File: src/rtl/sarl_pkg.sv
// Shared types and constants for the symbol address range lookup block.
package sarl_pkg;

  localparam int ADDR_W      = 32;
  localparam int SLOT_W      = 10;
  localparam int COUNT_W     = 11;
  localparam int INFO_W      = 8;
  localparam int IN_DATA_W   = 152;
  localparam int OUT_DATA_W  = 48;
  localparam int CFG_INDEX_W = 1;

  localparam logic [3:0] FUNC_TYPE = 4'h2;

  localparam logic CMD_LOAD   = 1'b0;
  localparam logic CMD_LOOKUP = 1'b1;

  localparam logic [CFG_INDEX_W-1:0] REG_SYMBOL_COUNT = 1'b0;
  localparam logic [CFG_INDEX_W-1:0] REG_STRING_BASE  = 1'b1;

  // One symbol table entry as held in the table memory.
  typedef struct packed {
    logic              is_func;
    logic [ADDR_W-1:0] start;
    logic [ADDR_W-1:0] size;
    logic [ADDR_W-1:0] name_off;
  } sym_entry_t;

endpackage

File: src/rtl/sarl_match.sv
// Range compare unit: does one table entry cover the queried address.
module sarl_match (
  input  sarl_pkg::sym_entry_t        entry,
  input  logic [sarl_pkg::ADDR_W-1:0] addr,
  output logic                        hit
);
  import sarl_pkg::*;

  logic [ADDR_W-1:0] end_addr;

  // The end address wraps at 2^32, so a wrapping entry never matches.
  assign end_addr = entry.start + entry.size;
  assign hit      = entry.is_func && (addr >= entry.start) && (addr < end_addr);

endmodule

File: config.mk
export PLATFORM = sky130hd
export DESIGN_NAME = sarl_match
export DESIGN_NICKNAME = d
export VERILOG_FILES = /design/src/rtl/sarl_pkg.sv /design/src/rtl/sarl_match.sv
export SDC_FILE = /design/constraint.sdc
export NUM_CORES = 1
export LEC_CHECK = 0
export BUFFER_PORTS_ARGS = -buffer_cell sky130_fd_sc_hd__clkbuf_2
export CAP_MARGIN = 10
export CELL_PAD_IN_SITES_DETAIL_PLACEMENT = 2
export CELL_PAD_IN_SITES_GLOBAL_PLACEMENT = 2
export CORE_ASPECT_RATIO = 1.2
export CORE_MARGIN = 5
export CORE_UTILIZATION = 25
export DETAILED_ROUTE_END_ITERATION = 10
export PLACE_DENSITY = 0.79
export REMOVE_ABC_BUFFERS = 1
export SETUP_SLACK_MARGIN = 0.4
export SYNTH_ARGS = -nofsm -noshare
export SYNTH_HDL_FRONTEND = slang
export SYNTH_SLANG_ARGS = --single-unit
File: constraint.sdc
create_clock -name vclk -period 3.58
set_input_delay 0.358 -clock vclk [all_inputs]
set_output_delay 0.358 -clock vclk [all_outputs]
set_load 0.02 [all_outputs]
==> results.toml, run 1 <==
[synthesis]
synth_top_family_by_area = "adder cells"
yosys.area.top_type = "ha_1"
yosysUniqueCellTypes = 50
yosysSeqAreaShare = 0
yosys-top-cells-count = "ha_1 (94), a21oi_1 (50), inv_1 (38)"
synthSimpleGateAreaFrac = 0.153
yosys-top-cells-area = "ha_1 (38%), a21oi_1 (8.1%), a21o_1 (5.1%)"
synth_area_sq_um = 3090
synthAdderAreaFrac = 0.388
synth-compound-area-share = 0.319
synth_cells = 409
postSynthAreaPerCell_sq_um = 7.54
synth_top_area_frac = 0.381
synthMuxAreaShare = 0
yosysMostFrequentCell = "ha_1"
synth_xor_area_frac = 0.0880
yosysWarnings = 0

[worst_hold_path]
min_to = "hit"
min_path_cells = 4
min_path_type = "primary input to output pin"
min_from = "entry[96]"

[finish]
final_nets = 821
drive_gt1_frac = 0.348
design.seq.count = 0
postLayoutCoreUtil = 0.371
clockBufferCount = 0
final_area_sq_um = 4490
regArea_sq_um = 0
fillers = 1481
syn2layout_area_growth_pct = 45.7
antenna_cells = 0

[route]
dr.first_iter.drc_count = 94
wl_um = 14100
drc = 0
vias = 3875
dr.pass1.iters = 4
wl_per_cell_um = 18.6
vias_per_cell = 5.13
detail-route-antenna-nets = 0

[grt]
grt_max_degree = 11
grt_use_total = 0.184
grt_pass1_wl_um = 22700
grt_pass1_vias = 4521
antenna_found_initial = 0
grt_overflow = 0

[setup_path]
cp-start-kind = "primary input"
max_stage_delay_ns = 0.44
required_ns = 3.22
crit_path_top_delay_cell = "o41ai_4"
cp_max_fo = 3
arrival_ns = 4.00
critPathKind = "primary input to output pin"
crit_chain = "clkbuf_2, ha_2, inv_1, fa_2, and2b_1, o211ai_2, a211oi_4, a31oi_4, o41ai_4, a311oi_2, xor2_1, ha_1, nor2b_1, o21ai_1, a21oi_1, nor3_1, nor2_1, nor4_2, buf_4"
end_kind = "output pin"

[floorplan]
boundaryPins = 130
num_rows = 44
die_w_um = 111
core_sq_um = 12100
dieArea_sq_um = 14700
die_h_um = 132
initial_utilization = 0.255

[status]
status = "complete, but fails checks"
violations = "setup timing"

[timing]
fin_crit_sh = 1.22
final.min_clock_period_ns = 4.36
max_slew_margin = 0.562
hold_viol = 0
final.setup.worst_slack_ns = -0.776
setup_tns_ns = -0.776
timing.hold.ws_ns = 1.10
max_freq_mhz = 230
setup_viol = 1
slew_viol_final = 0
grt_setup_unrepaired = "true"
worstMarginPinSlew_ns = 0.651

[power]
power_leakage_nw = 2.43
vdd_drop_max_v = 0.0000634
powerDensity_nw_per_um2 = 198

[placed_design]
place_congestion = 0.870
dpl_cell_area_sq_um = 4430
port-buffer-count = 98
dp_hpwl_um = 13000

[clocking]
ctsHoldBuffers = 0

[run]
maxCapViolations = 0
worst max-delay path: cells and delay by family:
family	cells	cell delay [ns]
simple gates	5	0.78
buf+inv	3	0.35
compound gates	7	1.44
xor+xnor	1	0.28
fa+ha+maj	3	0.79
per-stage QoR:
step                power, W  cells  setup slack, ns
floorplan           0.000465    404           -0.709
global placement    0.000799    752           -0.655
detailed placement  0.000862    752           -0.927
CTS                 0.000887    756           -0.811
global route        0.000985    756            -1.00
finish              0.000890    756           -0.776
area by class of cell:
| cell class | instances | area, sq um | area share |
|---|---|---|---|
| repair buffers | 191 | 1190 | 0.265 |
| inverters | 38 | 143 | 0.0317 |
| multi-input cells | 366 | 2960 | 0.658 |
| well taps | 161 | 201 | 0.0448 |
how the worst max path moves through the flow:
stage,from,to,depth (start not counted)
after CTS,entry[64],hit,19
final,entry[64],hit,19
after floorplan,entry[32],hit,17
after global placement,entry[64],hit,19
after detailed placement,entry[64],hit,19
after global routing,entry[64],hit,19
routing by layer:
| metal | vias up | GRT usage | share of wire |
|---|---|---|---|
| met5 | - | 0 | 0 |
| met4 | 0 | 0.0372 | 0.024 |
| met2 | 89 | 0.370 | 0.55 |
| met1 | 1846 | 0.210 | 0.40 |
| li1 | 1922 | - | - |
| met3 | 18 | 0.0120 | 0.030 |
cells by family (layout without fill, tap and decap cells):
family | Yosys count | in the layout
buf+inv | 43 | 229
xor+xnor | 31 | 31
simple gates | 92 | 92
compound gates | 148 | 148
fa+ha+maj | 95 | 95
layout by cell type, fill, tap and decap left out, types with 16 or more instances in the layout:
master	n
a21o_1	21
nand4_1	18
ha_1	93
buf_4	94
o21ai_0	23
a21oi_1	50
nor2_1	16
nand2_1	26
clkbuf_2	97
inv_1	38
xor2_1	16
what timing repair did:
item / CTS / global route
buffers inserted: 4 / 0
setup endpoints to repair: 1 / 1
gates resized for setup: 5 / 6
endpoints found under the hold margin: 0 / 0
pin swaps: 8 / 7
gates cloned: 0 / 0
where the power goes:
part	leakage (nW)	switching, W	internal (W)
Sequential	0	0	0
Combinational	2.43	0.000459	0.000430
Clock	0	0	0
Total	2.43	0.000459	0.000430
(Power assumes the default switching activity.)
==> run 2: changes to the inputs <==
--- a/config.mk
+++ b/config.mk
@@ -10,9 +10,9 @@
 export CELL_PAD_IN_SITES_DETAIL_PLACEMENT = 2
 export CELL_PAD_IN_SITES_GLOBAL_PLACEMENT = 2
 export CORE_ASPECT_RATIO = 1.2
-export CORE_MARGIN = 5
 export CORE_UTILIZATION = 25
 export DETAILED_ROUTE_END_ITERATION = 10
+export MAX_ROUTING_LAYER = met4
 export PLACE_DENSITY = 0.79
 export REMOVE_ABC_BUFFERS = 1
 export SETUP_SLACK_MARGIN = 0.4
==> run 2 against run 1 <==
The flow still finishes with violations (setup timing). Die area down 13%. First-iteration DRC count up 7.4%. Power up 7.2%. Sequential cell count unchanged. Via count up 5.4%. Largest cell class unchanged. Non-clock buffer count up 7. Setup slack worse by 0.14 ns. Routed wire length up 9.3%. Clock-buffer cell count unchanged. Sequential share of layout area unchanged. Critical path type unchanged.
==> results.toml, run 2 (synthesis gave the netlist of run 1 again) <==
[setup_path]
path_delay_family = "compound AO/OA/AOI/OAI gates"
cp_common_cell = "buf_4"
critPathKind = "primary input to output pin"
max_stage_delay_ns = 0.29
arrival_ns = 4.14
crit_chain = "clkbuf_8, ha_4, inv_1, fa_2, and2b_1, o211ai_2, a211oi_4, buf_4, a311o_1, buf_4, a41oi_4, o221ai_2, xnor2_1, ha_1, a21oi_2, nor2b_1, o21ai_1, a21oi_1, nor3_1, nor2_1, nor4_1, buf_4, clkbuf_8"
required_ns = 3.22
cp_max_fo = 2
critPathBufInv = 6
cp-start-kind = "primary input"
crit_path_top_delay_cell = "a311o_1"
end_kind = "output pin"

[timing]
worstMarginPinSlew_ns = 0.563
grt_setup_unrepaired = "true"
final.setup.worst_slack_ns = -0.917
max_slew_margin = 0.622
setup_tns_ns = -0.917
setup_viol = 1
fin_crit_sh = 1.26
final.min_clock_period_ns = 4.50
slew_viol_final = 0
timing.hold.ws_ns = 1.20
max_freq_mhz = 222
hold_viol = 0

[power]
power_w = 0.000954
powerDensity_nw_per_um2 = 205
p_clk_frac = 0
power.internal_w = 0.000448
pwr-share-seq = 0
switching_share = 0.530
vdd_drop_max_v = 0.0000550
pwr-share-comb = 1.000
p_switching_w = 0.000506
power_leakage_nw = 2.48

[placed_design]
port-buffer-count = 98
dpl_cell_area_sq_um = 4460
dp.cells = 756
dp_hpwl_um = 13300
place_congestion = 0.918

[route]
dr.pass1.iters = 4
wl_per_cell_um = 20.2
detail-route-antenna-nets = 0
vias_per_cell = 5.35
vias = 4084
wl_um = 15400
drc = 0
dr.first_iter.drc_count = 101

[finish]
antenna_cells = 0
drive_gt1_frac = 0.372
mostFrequentLayoutCells = "buf_4 (100), clkbuf_2 (96), ha_1 (92)"
syn2layout_area_growth_pct = 50.9
design.seq.count = 0
final_area_sq_um = 4650
multi_input_comb_area_sq_um = 3050
clockBufferCount = 0
regArea_sq_um = 0
instances_no_fill = 763
final_nets = 828
fillers = 1417
layout_commonest_cell = "buf_4"

[grt]
grt_overflow = 0
grt_use_total = 0.247
grt_pass1_wl_um = 23700
grt_max_degree = 9
grt_pass1_vias = 4804
antenna_found_initial = 0

[status]
violations = "setup timing"
status = "complete, but fails checks"

[floorplan]
die_h_um = 124
num_rows = 44
boundaryPins = 130
core_sq_um = 12100
die_w_um = 103
initial_utilization = 0.256
dieArea_sq_um = 12800

[run]
maxCapViolations = 0

[clocking]
ctsHoldBuffers = 0

[worst_hold_path]
min_path_type = "primary input to output pin"
## run 2: cell type report
cell class	count	area share
Inverter	38	0.0306
Multi-Input combinational cell	366	0.656
Timing Repair Buffer	198	0.270
Tap cell	161	0.0433
## run 2: metal layers
metal / part of all wire / GRT usage / up-vias
li1: - / - / 1933
met1: 0.38 / 0.246 / 1964
met2: 0.53 / 0.481 / 134
met3: 0.037 / 0.0258 / 53
met4: 0.045 / 0.100 / 0
met5: 0 / - / -
## run 2: power by group through the flow
stage | sequential [W] | clock (W) | combinational, W
3_5_place_dp | 0 | 0 | 0.000873
4_1_cts | 0 | 0 | 0.000919
6_report | 0 | 0 | 0.000954
5_1_grt | 0 | 0 | 0.00104
2_1_floorplan | 0 | 0 | 0.000465
3_3_place_gp | 0 | 0 | 0.000796
## run 2: path summary, 6_finish.rpt
check,slack [ns],endpoint,cells after the start,startpoint
worst max-delay path,-0.92,hit,23,entry[64]
worst min-delay path,1.20,hit,5,entry[96]
## run 2: timing repair
item / CTS / global route
pin swaps: 13 / 4
endpoints found under the setup margin: 1 / 1
resized for setup: 21 / 5
setup buffers: 5 / 2
## run 2: stage by stage
stage / utilization / setup WS (ns)
2_1_floorplan: - / -0.709
3_3_place_gp: 0.370 / -0.802
6_report: 0.386 / -0.917
4_1_cts: 0.383 / -0.769
5_1_grt: 0.386 / -1.05
3_5_place_dp: 0.370 / -1.09
## run 2: tightest hold or removal path, cell delays in order
cell	delay (ns)
clkbuf_2	0.08
nand2b_1	0.07
nor4_1	0.06
buf_4	0.13
clkbuf_8	0.14
